**config.mk**
```make
export PLATFORM = sky130hd
export DESIGN_NAME = polygon_point_inclusion_area
export DESIGN_NICKNAME = d
export VERILOG_FILES = /design/src/rtl/core/ppia_pkg.sv /design/src/rtl/core/ppia_datapath.sv /design/src/rtl/core/ppia_ctrl.sv /design/src/rtl/core/polygon_point_inclusion_area.sv
export VERILOG_INCLUDE_DIRS = /design/src /design/src/rtl/core
export SDC_FILE = /design/constraint.sdc
export NUM_CORES = 2
export LEC_CHECK = 0
export ABC_AREA = 0
export BUFFER_PORTS_ARGS = -buffer_cell sky130_fd_sc_hd__buf_2
export CORE_ASPECT_RATIO = 1.75
export CORE_MARGIN = 5
export CORE_UTILIZATION = 55
export DETAILED_ROUTE_END_ITERATION = 10
export PLACE_DENSITY = 0.71
export SETUP_SLACK_MARGIN = 0.4
export SYNTH_ARGS = -nofsm -noshare
export SYNTH_HDL_FRONTEND = slang
export SYNTH_HIERARCHICAL = 1
export SYNTH_SLANG_ARGS = --single-unit
```
**constraint.sdc**
```tcl
create_clock -name clk -period 27.6 [get_ports clk]
set_input_delay 2.76 -clock clk [delete_from_list [all_inputs] [get_ports clk]]
set_output_delay 2.76 -clock clk [all_outputs]
set_load 0.02 [all_outputs]
```
**src/rtl/core/polygon_point_inclusion_area_assert.svh**
```systemverilog
// Assertion macros for the polygon point inclusion block.
// Included by the top level; needs no package.
`ifndef POLYGON_POINT_INCLUSION_AREA_ASSERT_SVH
`define POLYGON_POINT_INCLUSION_AREA_ASSERT_SVH
`ifndef SYNTHESIS
`define PPIA_ASSERT_ALWAYS(lbl, clk, rst_n, expr, msg) \
    lbl: assert property (@(posedge clk) disable iff (!rst_n) (expr)) else $error(msg);
`define PPIA_ASSERT_NEXT(lbl, clk, rst_n, ante, cons, msg) \
    lbl: assert property (@(posedge clk) disable iff (!rst_n) (ante) |=> (cons)) \
        else $error(msg);
`else
`define PPIA_ASSERT_ALWAYS(lbl, clk, rst_n, expr, msg)
`define PPIA_ASSERT_NEXT(lbl, clk, rst_n, ante, cons, msg)
`endif
`endif

```
**src/rtl/core/ppia_pkg.sv**
```systemverilog
// Shared types and constants for the polygon point inclusion block.
// Used by the controller, the datapath and the top level.
package ppia_pkg;

    localparam int COORD_W = 20;
    localparam int AREA_W = 43;
    localparam int PROD_W = 42;
    localparam int MIN_SIDES = 3;
    localparam logic [2:0] SIDE_COUNT_RESET = 3'd4;

    localparam logic CMD_LOAD = 1'b0;
    localparam logic CMD_QUERY = 1'b1;

    typedef struct packed {
        logic signed [COORD_W-1:0] x;
        logic signed [COORD_W-1:0] y;
    } point_t;

    typedef enum logic [2:0] {
        ST_IDLE,
        ST_FIRST,
        ST_MUL_D,
        ST_MUL_A,
        ST_FINISH
    } ctl_state_t;

    typedef struct packed {
        logic wr_corner;
        logic start;
        logic rd_en;
        logic take_first;
        logic mul_d;
        logic mul_a;
        logic acc_area;
        logic eval_edge;
        logic advance;
        logic wrap;
        logic finish;
    } dp_cmd_t;

endpackage

```
**src/rtl/core/ppia_datapath.sv**
```systemverilog
// Datapath: corner store, shared multiplier pair, crossing and area logic.
// Depends on ppia_pkg; driven by ppia_ctrl through dp_cmd_t.
module ppia_datapath
    import ppia_pkg::*;
#(
    parameter int MAX_SIDES = 4
)
(
    input  logic                        clk,
    input  dp_cmd_t                     cmd,
    input  logic [$clog2(MAX_SIDES)-1:0] rd_addr,
    input  logic [1:0]                  vertex_slot,
    input  logic signed [COORD_W-1:0]   coord_x,
    input  logic signed [COORD_W-1:0]   coord_y,
    output logic                        inside_res,
    output logic                        on_boundary,
    output logic signed [AREA_W-1:0]    doubled_area
);

    localparam int AW = $clog2(MAX_SIDES);

    point_t corner_mem [MAX_SIDES];
    point_t rd_reg;
    point_t first_reg;
    point_t a_reg;
    point_t pt_reg;
    logic signed [PROD_W-1:0] prod_a_reg, prod_a_next;
    logic signed [PROD_W-1:0] prod_b_reg, prod_b_next;
    logic signed [AREA_W-1:0] area_reg;
    logic parity_reg;
    logic boundary_reg;
    logic inside_out_reg;
    logic boundary_out_reg;
    logic signed [AREA_W-1:0] area_out_reg;

    logic [AW-1:0] wr_addr;
    logic signed [COORD_W-1:0] ax, ay, bx, by, px, py;
    logic signed [COORD_W:0] op_a1, op_a2, op_b1, op_b2;
    logic signed [AREA_W-1:0] diff;
    logic straddle, upward, d_zero, cross_hit, box_hit;

    assign wr_addr = AW'(vertex_slot);

    always_ff @(posedge clk)
    begin
        if (cmd.wr_corner && (32'(vertex_slot) < MAX_SIDES))
        begin
            corner_mem[wr_addr] <= '{x: coord_x, y: coord_y};
        end
        if (cmd.rd_en)
        begin
            rd_reg <= corner_mem[rd_addr];
        end
    end

    assign ax = a_reg.x;
    assign ay = a_reg.y;
    assign bx = cmd.wrap ? first_reg.x : rd_reg.x;
    assign by = cmd.wrap ? first_reg.y : rd_reg.y;
    assign px = pt_reg.x;
    assign py = pt_reg.y;

    always_comb
    begin
        if (cmd.mul_a)
        begin
            op_a1 = {ax[COORD_W-1], ax};
            op_a2 = {by[COORD_W-1], by};
            op_b1 = {ay[COORD_W-1], ay};
            op_b2 = {bx[COORD_W-1], bx};
        end
        else
        begin
            op_a1 = {py[COORD_W-1], py} - {ay[COORD_W-1], ay};
            op_a2 = {bx[COORD_W-1], bx} - {ax[COORD_W-1], ax};
            op_b1 = {px[COORD_W-1], px} - {ax[COORD_W-1], ax};
            op_b2 = {by[COORD_W-1], by} - {ay[COORD_W-1], ay};
        end
        prod_a_next = op_a1 * op_a2;
        prod_b_next = op_b1 * op_b2;
    end

    assign diff = {prod_a_reg[PROD_W-1], prod_a_reg} - {prod_b_reg[PROD_W-1], prod_b_reg};

    // The point is compared with each coordinate span of the edge.
    always_comb
    begin
        straddle = (ay >= py) != (by >= py);
        upward = by >= ay;
        d_zero = diff == '0;
        cross_hit = straddle && (upward ? !diff[AREA_W-1] : (d_zero || diff[AREA_W-1]));
        box_hit = (px >= ax || px >= bx) && (px <= ax || px <= bx)
            && (py >= ay || py >= by) && (py <= ay || py <= by);
    end

    always_ff @(posedge clk)
    begin
        if (cmd.start)
        begin
            pt_reg <= '{x: coord_x, y: coord_y};
        end
        if (cmd.take_first)
        begin
            first_reg <= rd_reg;
            a_reg <= rd_reg;
            area_reg <= '0;
            parity_reg <= 1'b0;
            boundary_reg <= 1'b0;
        end
        if (cmd.advance)
        begin
            a_reg <= rd_reg;
        end
        if (cmd.mul_d || cmd.mul_a)
        begin
            prod_a_reg <= prod_a_next;
            prod_b_reg <= prod_b_next;
        end
        if (cmd.acc_area)
        begin
            area_reg <= area_reg + diff;
        end
        if (cmd.eval_edge)
        begin
            parity_reg <= parity_reg ^ cross_hit;
            boundary_reg <= boundary_reg | (d_zero && box_hit);
        end
        if (cmd.finish)
        begin
            area_out_reg <= area_reg + diff;
            inside_out_reg <= parity_reg | boundary_reg;
            boundary_out_reg <= boundary_reg;
        end
    end

    assign inside_res = inside_out_reg;
    assign on_boundary = boundary_out_reg;
    assign doubled_area = area_out_reg;

endmodule

```
**src/rtl/core/ppia_ctrl.sv**
```systemverilog
// Controller: sequences the edge walk and owns the handshake and side count.
// Depends on ppia_pkg; drives ppia_datapath through dp_cmd_t.
module ppia_ctrl
    import ppia_pkg::*;
#(
    parameter int MAX_SIDES = 4
)
(
    input  logic                         clk,
    input  logic                         rst_n,
    input  logic                         in_valid,
    output logic                         in_stall,
    input  logic                         command,
    output logic                         out_valid,
    input  logic                         out_stall,
    input  logic                         cfg_wr_en,
    input  logic [2:0]                   cfg_wr_data,
    output dp_cmd_t                      cmd,
    output logic [$clog2(MAX_SIDES)-1:0] rd_addr
);

    localparam int AW = $clog2(MAX_SIDES);
    localparam int CW = $clog2(MAX_SIDES + 2);

    ctl_state_t state_reg, state_next;
    logic [AW-1:0] edge_reg, edge_next;
    logic [2:0] side_count_reg;
    logic out_valid_reg, out_valid_next;

    logic [CW-1:0] sides;
    logic [CW-1:0] edge_ext;
    logic [CW-1:0] fetch_idx;
    logic last_edge;
    logic accept;
    logic out_free;

    always_comb
    begin
        priority if (side_count_reg < 3'(MIN_SIDES))
        begin
            sides = CW'(MIN_SIDES);
        end
        else if (32'(side_count_reg) > MAX_SIDES)
        begin
            sides = CW'(MAX_SIDES);
        end
        else
        begin
            sides = CW'(side_count_reg);
        end
    end

    assign edge_ext = CW'(edge_reg);
    assign fetch_idx = edge_ext + CW'(2);
    assign last_edge = (edge_ext + CW'(1)) == sides;
    assign accept = (state_reg == ST_IDLE) && in_valid;
    assign out_free = !out_valid_reg || !out_stall;

    always_comb
    begin
        state_next = state_reg;
        unique case (state_reg)
            ST_IDLE:
            begin
                if (accept && command == CMD_QUERY)
                begin
                    state_next = ST_FIRST;
                end
            end
            ST_FIRST:  state_next = ST_MUL_D;
            ST_MUL_D:  state_next = ST_MUL_A;
            ST_MUL_A:  state_next = last_edge ? ST_FINISH : ST_MUL_D;
            ST_FINISH:
            begin
                if (out_free)
                begin
                    state_next = ST_IDLE;
                end
            end
            default:   state_next = ST_IDLE;
        endcase
    end

    always_comb
    begin
        cmd = '0;
        rd_addr = '0;
        edge_next = edge_reg;
        in_stall = 1'b1;
        unique case (state_reg)
            ST_IDLE:
            begin
                in_stall = 1'b0;
                cmd.wr_corner = accept && command == CMD_LOAD;
                cmd.start = accept && command == CMD_QUERY;
                cmd.rd_en = accept && command == CMD_QUERY;
            end
            ST_FIRST:
            begin
                cmd.take_first = 1'b1;
                cmd.rd_en = 1'b1;
                rd_addr = AW'(1);
                edge_next = '0;
            end
            ST_MUL_D:
            begin
                cmd.mul_d = 1'b1;
                cmd.acc_area = edge_reg != '0;
                cmd.wrap = last_edge;
            end
            ST_MUL_A:
            begin
                cmd.mul_a = 1'b1;
                cmd.eval_edge = 1'b1;
                cmd.wrap = last_edge;
                if (!last_edge)
                begin
                    cmd.advance = 1'b1;
                    edge_next = edge_reg + AW'(1);
                    cmd.rd_en = fetch_idx < sides;
                    rd_addr = fetch_idx[AW-1:0];
                end
            end
            ST_FINISH:
            begin
                cmd.finish = out_free;
            end
            default:
            begin
                cmd = '0;
            end
        endcase
    end

    assign out_valid_next = cmd.finish || (out_valid_reg && out_stall);

    always_ff @(posedge clk or negedge rst_n)
    begin
        if (!rst_n)
        begin
            state_reg <= ST_IDLE;
            edge_reg <= '0;
            side_count_reg <= SIDE_COUNT_RESET;
            out_valid_reg <= 1'b0;
        end
        else
        begin
            state_reg <= state_next;
            edge_reg <= edge_next;
            out_valid_reg <= out_valid_next;
            if (cfg_wr_en)
            begin
                side_count_reg <= cfg_wr_data;
            end
        end
    end

    assign out_valid = out_valid_reg;

endmodule

```
**src/rtl/core/polygon_point_inclusion_area.sv**
```systemverilog
// Polygon point inclusion test with doubled shoelace area, top level.
// Depends on ppia_pkg, ppia_ctrl, ppia_datapath and the assertion header.
//
// The input channel carries load and query requests under in_valid and in_stall.
// A load request writes one corner into the store and never holds the input busy.
// A query request walks every edge of the polygon through one shared multiplier pair,
// in the states ST_FIRST, then ST_MUL_D and ST_MUL_A for each edge, then ST_FINISH,
// and holds the input busy from when it is taken until it returns to idle.
// The result appears in an output register under out_valid; while out_stall is
// high it holds, loads are still taken, and a new query runs up to its final
// cycle and waits there until the register is free.
// The side count register is written through cfg_wr_en and cfg_wr_data and resets to four;
// the user must write it only while the block is idle, as the block does not enforce it.
// Reset clears the controller and the output valid; corners are undefined until loaded.
`include "polygon_point_inclusion_area_assert.svh"

module polygon_point_inclusion_area
    import ppia_pkg::*;
#(
    parameter int MAX_SIDES = 4
)
(
    input  logic                      clk,
    input  logic                      rst_n,
    input  logic                      in_valid,
    output logic                      in_stall,
    input  logic                      command,
    input  logic [1:0]                vertex_slot,
    input  logic signed [COORD_W-1:0] coord_x,
    input  logic signed [COORD_W-1:0] coord_y,
    output logic                      out_valid,
    input  logic                      out_stall,
    output logic                      inside_res,
    output logic                      on_boundary,
    output logic signed [AREA_W-1:0]  doubled_area,
    input  logic                      cfg_wr_en,
    input  logic [2:0]                cfg_wr_data
);

    dp_cmd_t cmd;
    logic [$clog2(MAX_SIDES)-1:0] rd_addr;

    ppia_ctrl #(
        .MAX_SIDES (MAX_SIDES)
    ) u_ctrl (
        .clk         (clk),
        .rst_n       (rst_n),
        .in_valid    (in_valid),
        .in_stall    (in_stall),
        .command     (command),
        .out_valid   (out_valid),
        .out_stall   (out_stall),
        .cfg_wr_en   (cfg_wr_en),
        .cfg_wr_data (cfg_wr_data),
        .cmd         (cmd),
        .rd_addr     (rd_addr)
    );

    ppia_datapath #(
        .MAX_SIDES (MAX_SIDES)
    ) u_datapath (
        .clk          (clk),
        .cmd          (cmd),
        .rd_addr      (rd_addr),
        .vertex_slot  (vertex_slot),
        .coord_x      (coord_x),
        .coord_y      (coord_y),
        .inside_res   (inside_res),
        .on_boundary  (on_boundary),
        .doubled_area (doubled_area)
    );

    `PPIA_ASSERT_NEXT(a_query_busy, clk, rst_n, in_valid && !in_stall && command == CMD_QUERY, in_stall, "Query accepted but input not held busy")
    `PPIA_ASSERT_NEXT(a_finish_valid, clk, rst_n, cmd.finish, out_valid, "Finished query did not raise out_valid")
    `PPIA_ASSERT_ALWAYS(a_one_phase, clk, rst_n, $onehot0({cmd.take_first, cmd.mul_d, cmd.mul_a, cmd.finish}), "More than one datapath phase active")

endmodule

```
==> results_dict.tcl <==
set metrics [dict create \
    clock.fmax_ghz 0.07041 \
    first_global_vias 46382 \
    grt_use_total_pct 29.36 \
    hold_class "reg -> reg" \
    io_pins 98 \
    cts_root_buf "clkbuf_16" \
    clk_latency_ns 0.64 \
    synthCells 5925 \
    async_flop_share_pct 1.397 \
    area_delta_synth_final_pct 6.466 \
    postRouteAntennaNets 0 \
    synthesis.area_um2 60030 \
    start_util_pct 55.32 \
    num-nets-final 7363 \
    clkSlewWorstSetupHoldPaths_ns 0.06 \
    vias_per_cell 5.749 \
    die_x_um 259.7 \
    maxCapViolations 0 \
    tritoncts "built" \
    clockBufferDepth 3 \
    cts_made_buffers 49 \
    dieArea_um2 116100 \
    synth_nets 7335 \
    setup_viol 0 \
    h-tree-depth 2 \
    place_congestion 0.9886 \
    drive_gt1_share_pct 6.508 \
    cts.repair.resized 0 \
    ys_ff_latch 501 \
    outcome "complete, no violations" \
    cp-start-kind "flop" \
    cpPeakStageDelay_ns 0.79 \
    avgSynthCellArea_um2 10.13 \
    wl_per_cell_um 22.42 \
    worstPathRequired_ns 28.02 \
    synth-seq-area-share_pct 25.01 \
    crit_type "reg -> reg" \
    post-route-min-period_ns 14.20 \
    antenna_found_initial 3 \
    hold_buffers 0 \
    skew_ns 0.02546 \
    yosysWarningCount 6 \
    fin_setup_tns_ns 0 \
    fill_cells 9316 \
    crit_top_cell "fa_1" \
    synth_enable_flop_cells 494 \
    rows 160 \
    die_h_um 447.0 \
    largest_reg_flops 160 \
    core_um2 108500 \
    grt_max_degree 81 \
    routed_wl_um 167100 \
    yosysUniqueCellTypes 95 \
    timing.final.crit_share_pct 51.46 \
    dr.pass1.iters 6 \
    drc 0 \
    finalMaxSlewViolations 0 \
    clock_sinks 501 \
    cp.arrival_ns 14.62 \
    cp-end-kind "flop" \
    first_iter_violations 2652 \
    route.vias.total 42850 \
    tightest_slew_ns 1.176 \
    slew_headroom_pct 19.38 \
    finalHoldViolCount 0 \
    grt_pass1_wl_um 259800 \
    crit_path_top_delay_cell "a21o_1" \
    rsz0062_at_grt "false" \
    dp_hpwl_um 135600 \
    cp_max_fo 22 \
    postCtsSetupRepairBufs 0 \
    io_buffer_count 95 \
    grt-ovfl-total 0 \
    dominantRegCellSynth "edfxtp_1" \
]
[critical path, delay by kind of cell, from the launching register on]
kind,cells,cell delay (ns)
compound gates,19,5.74
xor+xnor,1,0.30
fa+ha+maj,11,4.60
buf+inv,8,1.29
flops,1,0.48
mux,1,0.26
simple gates,6,1.24
[cells by family after synthesis]
group	synth area share [%]
xor+xnor	3.297
buf+inv	8.835
simple gates	11.77
compound gates	8.667
fa+ha+maj	39.88
flops	25.01
mux	2.543
[Yosys cell counts, types with 90 or more instances]
cell type / n / area [um^2]
a21o_1: 123 / 923.4
fa_1: 924 / 18500
inv_1: 1212 / 4549
o21ai_0: 124 / 620.6
nor2b_1: 90 / 563.0
a21oi_1: 237 / 1186
clkbuf_1: 172 / 645.6
xnor2_1: 149 / 1305
nor2_1: 271 / 1017
edfxtp_1: 494 / 14830
and2_1: 153 / 957.2
ha_1: 435 / 5443
nand2_1: 742 / 2785
[routing by layer]
layer,part of all wire [%],GRT usage [%]
met5,0,0
met4,12,25.55
met3,5.0,3.600
met2,51,51.92
met1,33,30.51
[through the flow]
step / std cells / utilization, % / instance area, um^2 / hold WS [ns] / worst slack, ns
final: 7453 / 58.90 / 63910 / 0.4741 / 13.40
after global routing: 7452 / 58.90 / 63910 / 0.4835 / 12.83
after CTS: 7451 / 58.90 / 63910 / 0.4712 / 13.65
after detailed placement: 7360 / 57.41 / 62290 / 0.4581 / 13.72
after global placement: 7360 / 57.41 / 62290 / 0.4543 / 13.92
after floorplan: 5925 / - / 60030 / 0.4408 / 15.84
[cell usage in the layout, fill, tap and decap left out, types with 77 or more instances in the layout]
master / count
a21o_1: 123
a21oi_1: 235
and2_1: 153
buf_2: 95
buf_4: 78
edfxtp_1: 494
fa_1: 924
ha_1: 435
inv_1: 1211
nand2_1: 742
nor2_1: 267
nor2b_1: 90
o21ai_0: 100
xnor2_1: 149
xor2_1: 77
[final cells by class]
class,instances,area [um^2],area share [%]
multi-input combinational,4016,39840,62.34
sequential,501,15010,23.49
inverter,1212,4552,7.122
tap,1458,1824,2.854
clock buffer,58,1281,2.005
timing repair buffer,173,1061,1.660
clock inverter,33,335.3,0.5247
antenna,2,5.005,0.007831
[worst paths after layout]
| kind | endpoint | startpoint | slack, ns | cells after the start |
|---|---|---|---|---|
| max | u_datapath/prod_b_reg[41]$_DFFE_PP_ | u_ctrl/edge_reg[1]$_DFFE_PN0P_ | 13.40 | 46 |
| min in group asynchronous | u_ctrl/out_valid$_DFF_PN0_ | rst_n | 1.94 | 1 |
| max reg2reg | u_datapath/prod_b_reg[41]$_DFFE_PP_ | u_ctrl/edge_reg[1]$_DFFE_PN0P_ | 13.40 | 46 |
| max in group asynchronous | u_ctrl/side_count_reg[2]$_DFFE_PN1P_ | rst_n | 25.43 | 1 |
| min reg2reg | u_datapath/ay[13]$_DFFE_PP_ | u_datapath/rd_reg[13]$_DFFE_PP_ | 0.47 | 0 |
| min | u_datapath/ay[13]$_DFFE_PP_ | u_datapath/rd_reg[13]$_DFFE_PP_ | 0.47 | 0 |
Power is left out: the tool's default activity adds up to more than one toggle a clock period on the data nets, which glitch-free logic cannot reach.
